## src/rtl/dfca_pkg.sv

```systemverilog
package dfca_pkg;

    localparam int AUX_MAX     = 1024;
    localparam int AUX_AW      = $clog2(AUX_MAX);
    localparam int IDX_W       = 10;
    localparam int CNT_W       = 11;
    localparam int DBL_W       = 64;
    localparam int QUEUE_DEPTH = 2;     // power of two, pointers wrap naturally
    localparam int QPTR_W      = $clog2(QUEUE_DEPTH);
    localparam int QCNT_W      = $clog2(QUEUE_DEPTH + 1);

    localparam logic [CNT_W-1:0] AUX_COUNT_RESET = CNT_W'(1024);
    localparam logic [DBL_W-1:0] FP_TWO          = 64'h4000_0000_0000_0000;
    localparam logic [DBL_W-1:0] FP_POS_ZERO     = 64'h0000_0000_0000_0000;

    typedef enum logic {
        OP_ACCUM = 1'b0,
        OP_DOT   = 1'b1
    } item_op_t;

    typedef enum logic {
        FPU_MUL = 1'b0,
        FPU_ADD = 1'b1
    } fpu_op_t;

    typedef enum logic [2:0] {
        FPU_IDLE,
        FPU_MULT,
        FPU_ALIGN,
        FPU_SUM,
        FPU_NORM,
        FPU_ROUND
    } fpu_state_t;

    typedef enum logic [2:0] {
        B_IDLE,
        B_FETCH,
        B_START,
        B_DBL_WAIT,
        B_PROD_WAIT,
        B_SUM_WAIT,
        B_EMIT
    } back_state_t;

    typedef struct packed {
        item_op_t               op;
        logic                   first_pair;
        logic                   off_diagonal;
        logic                   in_range;
        logic                   row_last;
        logic [IDX_W-1:0]       aux_index;
        logic [DBL_W-1:0]       density;
        logic [DBL_W-1:0]       tensor_value;
    } item_t;

    typedef struct packed {
        logic             start;
        fpu_op_t          op;
        logic [DBL_W-1:0] a;
        logic [DBL_W-1:0] b;
    } fpu_req_t;

    typedef struct packed {
        logic             done;
        logic [DBL_W-1:0] result;
    } fpu_rsp_t;

endpackage

```

## src/rtl/dfca_front.sv

```systemverilog
// Accepts transactions, range-checks the index, queues them for the back end.
module dfca_front
    import dfca_pkg::*;
(
    input  logic             clk,
    input  logic             rst_n,
    input  logic             cfg_we,
    input  logic [CNT_W-1:0] cfg_wdata,
    input  logic             in_valid,
    output logic             in_stall,
    input  logic             operation,
    input  logic             first_pair,
    input  logic             off_diagonal,
    input  logic [DBL_W-1:0] density,
    input  logic [DBL_W-1:0] tensor_value,
    input  logic [IDX_W-1:0] aux_index,
    input  logic             row_last,
    output item_t            q_item,
    output logic             q_valid,
    input  logic             q_pop
);

    logic [CNT_W-1:0]  aux_count_reg;
    item_t             ent_reg [QUEUE_DEPTH];
    logic [QPTR_W-1:0] wr_ptr_reg, rd_ptr_reg;
    logic [QCNT_W-1:0] count_reg, count_next;
    logic              push;
    item_t             item_in;

    assign in_stall = (count_reg == QCNT_W'(QUEUE_DEPTH));
    assign push     = in_valid && !in_stall;
    assign q_valid  = (count_reg != '0);
    assign q_item   = ent_reg[rd_ptr_reg];

    always_comb
    begin
        item_in.op           = item_op_t'(operation);
        item_in.first_pair   = first_pair;
        item_in.off_diagonal = off_diagonal;
        item_in.in_range     = ({1'b0, aux_index} < aux_count_reg) &&
                               (32'(aux_index) < 32'(AUX_MAX));
        item_in.row_last     = row_last;
        item_in.aux_index    = aux_index;
        item_in.density      = density;
        item_in.tensor_value = tensor_value;
        count_next = count_reg + QCNT_W'(push) - QCNT_W'(q_pop);
    end

    always_ff @(posedge clk or negedge rst_n)
    begin
        if (!rst_n)
        begin
            aux_count_reg <= AUX_COUNT_RESET;
            wr_ptr_reg    <= '0;
            rd_ptr_reg    <= '0;
            count_reg     <= '0;
        end
        else
        begin
            if (cfg_we)
            begin
                aux_count_reg <= cfg_wdata;
            end
            if (push)
            begin
                wr_ptr_reg <= wr_ptr_reg + QPTR_W'(1);
            end
            if (q_pop)
            begin
                rd_ptr_reg <= rd_ptr_reg + QPTR_W'(1);
            end
            count_reg <= count_next;
        end
    end

    always_ff @(posedge clk)
    begin
        if (push)
        begin
            ent_reg[wr_ptr_reg] <= item_in;
        end
    end

    assert property (@(posedge clk) disable iff (!rst_n)
        count_reg <= QCNT_W'(QUEUE_DEPTH))
        else $error("queue overfilled");

    assert property (@(posedge clk) disable iff (!rst_n)
        q_pop |-> q_valid)
        else $error("pop from empty queue");

endmodule

```

## config.mk

```make
export PLATFORM = sky130hd
export DESIGN_NAME = dfca_front
export DESIGN_NICKNAME = d
export VERILOG_FILES = /design/src/rtl/dfca_pkg.sv /design/src/rtl/dfca_front.sv
export SDC_FILE = /design/constraint.sdc
export NUM_CORES = 1
export LEC_CHECK = 0
export BUFFER_PORTS_ARGS = -buffer_cell sky130_fd_sc_hd__buf_2
export CAP_MARGIN = 25
export CORE_UTILIZATION = 40
export DETAILED_ROUTE_END_ITERATION = 10
export PLACE_DENSITY_LB_ADDON = 0.08
export SKIP_LAST_GASP = 1
export SLEW_MARGIN = 5
export SYNTH_ARGS = -nofsm -noshare
export SYNTH_HDL_FRONTEND = slang
export SYNTH_SLANG_ARGS = --single-unit
```

## constraint.sdc

```tcl
create_clock -name clk -period 9.7 [get_ports clk]
set_input_delay 0.485 -clock clk [delete_from_list [all_inputs] [get_ports clk]]
set_output_delay 0.485 -clock clk [all_outputs]
set_load 0.01 [all_outputs]
```

==> flow_summary.json, run 1 <==
{
  "grt_antenna_before_repair": 9,
  "hpwlAfterDp_um": 15420,
  "dr.pass1.iters": 4,
  "slowest_stage": "buf_4",
  "relSlewSlack": 0.3384,
  "dp.cells": 1195,
  "finClkSkew_ns": 0.01154,
  "synthesis.instances": 528,
  "clock-sinks": 301,
  "cts_setup_buffers": 0,
  "totalWireLength_um": 23040,
  "critPathKind": "flop to primary output",
  "slew_violations": 0,
  "power_density_mw_per_mm2": 301.4,
  "area.growth.synth_to_final_pct": 27.10,
  "vias_per_cell": 4.660,
  "die_h_um": 170.5,
  "core_area_mm2": 0.02786,
  "drive_gt1_frac": 0.5781,
  "clkLatencyLatePin_ns": 0.49,
  "syn_area_mm2": 0.01136,
  "cp.required_ns": 9.22,
  "async_flop_share": 0.04983,
  "rsz0062_at_grt": "false",
  "num_vias": 5867,
  "hold_viol_final": 0,
  "drt-initial-drc-count": 312,
  "synth_area_leaders": "edfxtp_1 (76%), mux2_2 (8.4%), mux2_4 (7.9%), dfrtp_1 (3.1%), ha_1 (1.2%)",
  "antenna_left": 0,
  "synthDistinctLibCells": 23,
  "min_path_type": "input pin to flop",
  "post-synth-top-area-fraction": 0.7559,
  "path_buf_inv": 4,
  "cts.path.max_buffers": 3,
  "fin_cells": 1259,
  "ys_warn_count": 0,
  "startpoint_type": "flop",
  "largest_reg_flops": 286,
  "setup_viol": 0,
  "cts_resized": 0,
  "max_freq_mhz": 267.6,
  "cp_common_cell": "buf_4",
  "endpoint_kind": "primary output",
  "grt_usage": 0.1550,
  "first_global_vias": 6063,
  "cts_htree_levels": 2,
  "yosysMostFrequentCell": "edfxtp_1",
  "cp_top_family": "buffers and inverters",
  "netlist_top_cells_count": "edfxtp_1 (286), mux2_2 (85), mux2_4 (60), dfrtp_1 (14), nand2_1 (13)",
  "cap_violations": 0,
  "die_area_mm2": 0.02908,
  "cts-root-buf": "clkbuf_16",
  "ys_seq_elements": 301,
  "status": "completed",
  "synth-edff-count": 286,
  "max_stage_delay_ns": 0.73,
  "avgSynthCellArea_um2": 21.52,
  "cts_tree": "built",
  "cp_max_fo": 54,
  "clkTransAtPathRegs_ns": 0.06,
  "numCtsBuffers": 34,
  "syn-num-nets": 697,
  "portBuffers": 302,
  "seq_area_frac_synth": 0.7890,
  "yosysTopAreaCell": "edfxtp_1",
  "ys.flop_type": "edfxtp_1",
  "avgRoutedWirePerCell_um": 18.30,
  "drc": 0,
  "initial_core_util": 0.4079,
  "min_period_ns": 3.738,
  "finalCritPeriodShare": 0.3853,
  "gr-total-overflow": 0,
  "grt_pass1_wl_um": 33730,
  "num_rows": 61,
  "path_cells": "buf_4 -> buf_16 -> buf_4 -> mux2_2 -> buf_2",
  "p_leak_nw": 5.669,
  "num-nets-final": 1026,
  "fp.dieW_um": 170.5,
  "grt_max_degree": 79,
  "ir_drop_v": 0.0001621,
  "arrival_ns": 3.25,
  "tightestPinTransition_ns": 0.9924,
  "pin_count": 303,
  "finalSetupTns_ns": 0,
  "gp_congestion": 0.7392
}
cells in the final DEF, fill, tap and decap left out, drive strengths merged:
| cell type | netlist | routed |
|---|---|---|
| a21o | 1 | 1 |
| a21oi | 5 | 5 |
| and3 | 1 | 1 |
| buf | 17 | 310 |
| bufinv | 0 | 3 |
| clkbuf | 1 | 42 |
| clkinv | 0 | 11 |
| dfrtp | 14 | 14 |
| dfstp | 1 | 1 |
| diode | 0 | 4 |
| dlygate4sd3 | 0 | 1 |
| edfxtp | 286 | 286 |
| ha | 11 | 11 |
| inv | 11 | 11 |
| mux2 | 145 | 145 |
| nand2 | 13 | 13 |
| nand2b | 1 | 1 |
| nand4b | 1 | 1 |
| nor2 | 2 | 2 |
| nor2b | 1 | 1 |
| o21ai | 11 | 11 |
| o22a | 1 | 1 |
| or2 | 1 | 1 |
| xnor2 | 3 | 3 |
| xor2 | 1 | 1 |
cells by family (layout without fill, tap and decap cells):
| group | count (synthesis) | in the layout | share of synthesized area |
|---|---|---|---|
| DFF | 301 | 301 | 0.7890 |
| muxes | 145 | 145 | 0.1635 |
| buffers and inverters | 29 | 378 | 0.01586 |
| and+or+nand+nor | 20 | 20 | 0.007931 |
| AOI/OAI and AO/OA | 18 | 18 | 0.008479 |
| adders and majority gates | 11 | 11 | 0.01211 |
| xor gates and xnor gates | 4 | 4 | 0.003084 |
| other | 0 | 4 | 0 |
report_power, final:
part	internal, mW	total (mW)	switching, mW	leakage, nW
combinational	0.605	1.27	0.662	2.30
clock	0.765	1.23	0.469	0.538
sequential	1.77	1.85	0.0858	2.83
per-layer routing:
layer / routed length, µm / share of wire / vias up / global-route usage
met5: 60 / 0.0026 / - / 0
met4: 490 / 0.021 / 10 / 0.05836
met1: 9145 / 0.40 / 2891 / 0.1840
met2: 11710 / 0.51 / 196 / 0.2639
li1: - / - / 2727 / -
met3: 1636 / 0.071 / 43 / 0.04788
area by class of cell:
cell class | count | area, µm²
multi-input cells | 198 | 2230
flip-flops and latches | 301 | 8969
clock inverters | 14 | 140.1
diodes | 4 | 10.01
well taps | 378 | 473.0
repair buffers | 311 | 1634
inverters | 11 | 41.29
fillers | 2305 | 13420
clock buffers | 42 | 944.7
path summary, 6_finish.rpt:
kind                       cells after the start           endpoint  slack [ns]    startpoint
max                                            5         q_item[68]        5.96    rd_ptr_reg
min                                            1    ent_reg[0][121]        0.18   density[57]
max reg2reg                                    4     ent_reg[0][21]        7.22  count_reg[1]
min reg2reg                                    1       count_reg[1]        0.50  count_reg[1]
max in group asynchronous                      2  aux_count_reg[10]        8.95         rst_n
min in group asynchronous                      2   aux_count_reg[1]        0.43         rst_n
stage by stage:
step | worst slack (ns) | total power [mW] | util | area [µm²] | hold slack [ns]
3_5_place_dp | 6.138 | 3.153 | 0.4760 | 13260 | 0.4175
2_1_floorplan | 2.527 | 2.745 | - | 11360 | 0.1894
6_report | 5.962 | 4.352 | 0.5184 | 14440 | 0.1775
3_3_place_gp | 6.202 | 3.127 | 0.4760 | 13260 | 0.4078
5_1_grt | 5.815 | 4.560 | 0.5183 | 14440 | 0.1561
4_1_cts | 5.598 | 4.405 | 0.5153 | 14360 | 0.1511
repair_timing:
item / CTS / global route
endpoints found under the hold margin: 14 / 0
hold buffers: 1 / 0
endpoints found under the setup margin: 0 / 0
Power figures use the tool's default switching activity.
==> run 2: changes to the inputs <==
==> constraint.sdc (replaced) <==
create_clock -name clk -period 3.8 [get_ports clk]
set_input_delay 0.19 -clock clk [delete_from_list [all_inputs] [get_ports clk]]
set_output_delay 0.19 -clock clk [all_outputs]
set_load 0.01 [all_outputs]
==> flow_summary.json, run 2 (same netlist as run 1, synthesis figures left out) <==
{
  "power_density_mw_per_mm2": 699.0,
  "dp.cells": 1199,
  "clkLatencyLatePin_ns": 0.49,
  "grt_max_degree": 72,
  "clkTransAtPathRegs_ns": 0.05,
  "cts.path.max_buffers": 3,
  "drive_gt1_frac": 0.4884,
  "ff2ff_setup_slack_ns": 1.76,
  "core_area_mm2": 0.02786,
  "endpoint_kind": "primary output",
  "slowest_stage": "dfrtp_4",
  "cp.required_ns": 3.61,
  "portBuffers": 302,
  "cp_top_family": "flip-flops",
  "grt_use_met1": 0.1927,
  "num_rows": 61,
  "cts_resized": 0,
  "drc": 0,
  "setup_viol": 0,
  "initial_core_util": 0.4079,
  "grt_use_met2": 0.2779,
  "num-nets-final": 1182,
  "grt_usage": 0.1609,
  "min_to": "wr_ptr_reg",
  "grt_pass1_wl_um": 35640,
  "hpwlAfterDp_um": 15540,
  "cp_max_fo": 33,
  "pin_count": 303,
  "finalSetupTns_ns": 0,
  "rsz0062_at_grt": "false",
  "totalWireLength_um": 23910,
  "dr.pass1.iters": 4,
  "gr-total-overflow": 0,
  "finalCritPeriodShare": 0.6598,
  "layout_common_cells": "buf_2 (302), edfxtp_1 (286), dlygate4sd3_1 (155)",
  "startpoint_type": "flop",
  "hold_depth": 3,
  "status": "completed",
  "max_freq_mhz": 398.8,
  "cts-root-buf": "clkbuf_16",
  "avgRoutedWirePerCell_um": 16.88,
  "die_area_mm2": 0.02908,
  "grtUsageMet3": 0.04464,
  "cts_htree_levels": 2,
  "timing.rr.start": "count_reg[1]",
  "num_vias": 6425,
  "cts_tree": "built",
  "tightestPinTransition_ns": 0.7037,
  "path_cells": "buf_4 -> mux2_2 -> buf_2",
  "fin_util": 0.5734,
  "antenna_left": 0,
  "fin_total_pwr_mw": 11.17,
  "ir_drop_v": 0.0005548,
  "hold_viol_final": 0,
  "largest_reg_flops": 286,
  "layout_commonest_cell": "buf_2",
  "cap_violations": 0,
  "numCtsBuffers": 35,
  "arrival_ns": 2.32,
  "p_leak_nw": 6.301,
  "min_period_ns": 2.507,
  "busiest_layer": "met2",
  "relSlewSlack": 0.5298,
  "whs_ns": 0.09359,
  "clock-sinks": 301,
  "die_h_um": 170.5,
  "area.growth.synth_to_final_pct": 40.58,
  "rr_endpoint": "ent_reg[0][0]",
  "first_global_vias": 6858,
  "path_buf_inv": 2,
  "min-delay-start": "in_valid",
  "finClkSkew_ns": 0.006030,
  "min_path_type": "input pin to flop",
  "gp_congestion": 0.7418,
  "fin_cells": 1417,
  "slew_violations": 0,
  "reg2reg_depth": 4,
  "critPathKind": "flop to primary output",
  "max_stage_delay_ns": 0.76,
  "vias_per_cell": 4.534,
  "drt-initial-drc-count": 270,
  "grt_antenna_before_repair": 1,
  "fp.dieW_um": 170.5
}
-- run 2: cell types whose count changed in the layout (fill, tap and decap cells not counted) --
cell | previous run | this run
dlygate4sd3_1 | 1 | 155
clkbuf_1 | 5 | 11
clkbuf_8 | 0 | 5
clkinv_2 | 7 | 3
buf_12 | 1 | 4
bufinv_16 | 3 | 0
diode_2 | 4 | 1
buf_16 | 2 | 0
clkinv_1 | 4 | 5
clkinvlp_4 | 0 | 1
-- run 2: area by class of cell --
class	count	area, µm²
Tap cell	378	473.0
Clock inverter	9	41.29
Antenna cell	1	2.502
Multi-Input combinational cell	198	2230
Sequential cell	301	8969
Inverter	11	41.29
Fill cell	2197	11890
Timing Repair Buffer	466	3181
Clock buffer	53	1036
-- run 2: how the worst max path moves through the flow --
stage | startpoint | endpoint | slack [ns] | depth (start not counted)
global placement | rd_ptr_reg | q_item[39] | 1.82 | 3
detailed placement | count_reg[1] | ent_reg[0][102] | 1.75 | 4
CTS | rd_ptr_reg | q_item[37] | 1.25 | 3
finish | rd_ptr_reg | q_item[37] | 1.29 | 3
floorplan | count_reg[1] | ent_reg[0][0] | 0.64 | 3
global route | rd_ptr_reg | q_item[40] | 1.18 | 3
-- run 2: what timing repair did --
action | CTS | global route
hold buffers | 155 | 0
endpoints found under the hold margin | 311 | 0
buffers inserted | 0 | 0
-- run 2: power by group --
part	switching, mW	total, mW	internal (mW)
Combinational	1.71	3.35	1.64
Sequential	0.239	4.74	4.50
Clock	1.20	3.07	1.87
-- run 2: layer usage --
layer  vias up  share of wire
met2       210           0.50
met1      3131           0.40
met5         -              0
met3        46          0.065
li1       3038              -
met4         0          0.026
-- run 2: per-stage QoR --
| stage | area [µm²] | worst slack [ns] |
|---|---|---|
| floorplan | 11370 | 0.6390 |
| global placement | 13340 | 1.818 |
| detailed placement | 13340 | 1.749 |
| CTS | 15970 | 1.248 |
| global route | 15970 | 1.179 |
| finish | 15970 | 1.293 |
-- run 2: worst reg2reg max path, stage by stage (launching register included) --
cell and delay [ns]:
dfrtp_1 0.40, nand2b_1 0.13, nand2_1 0.15, nor2_4 0.57, buf_12 0.41
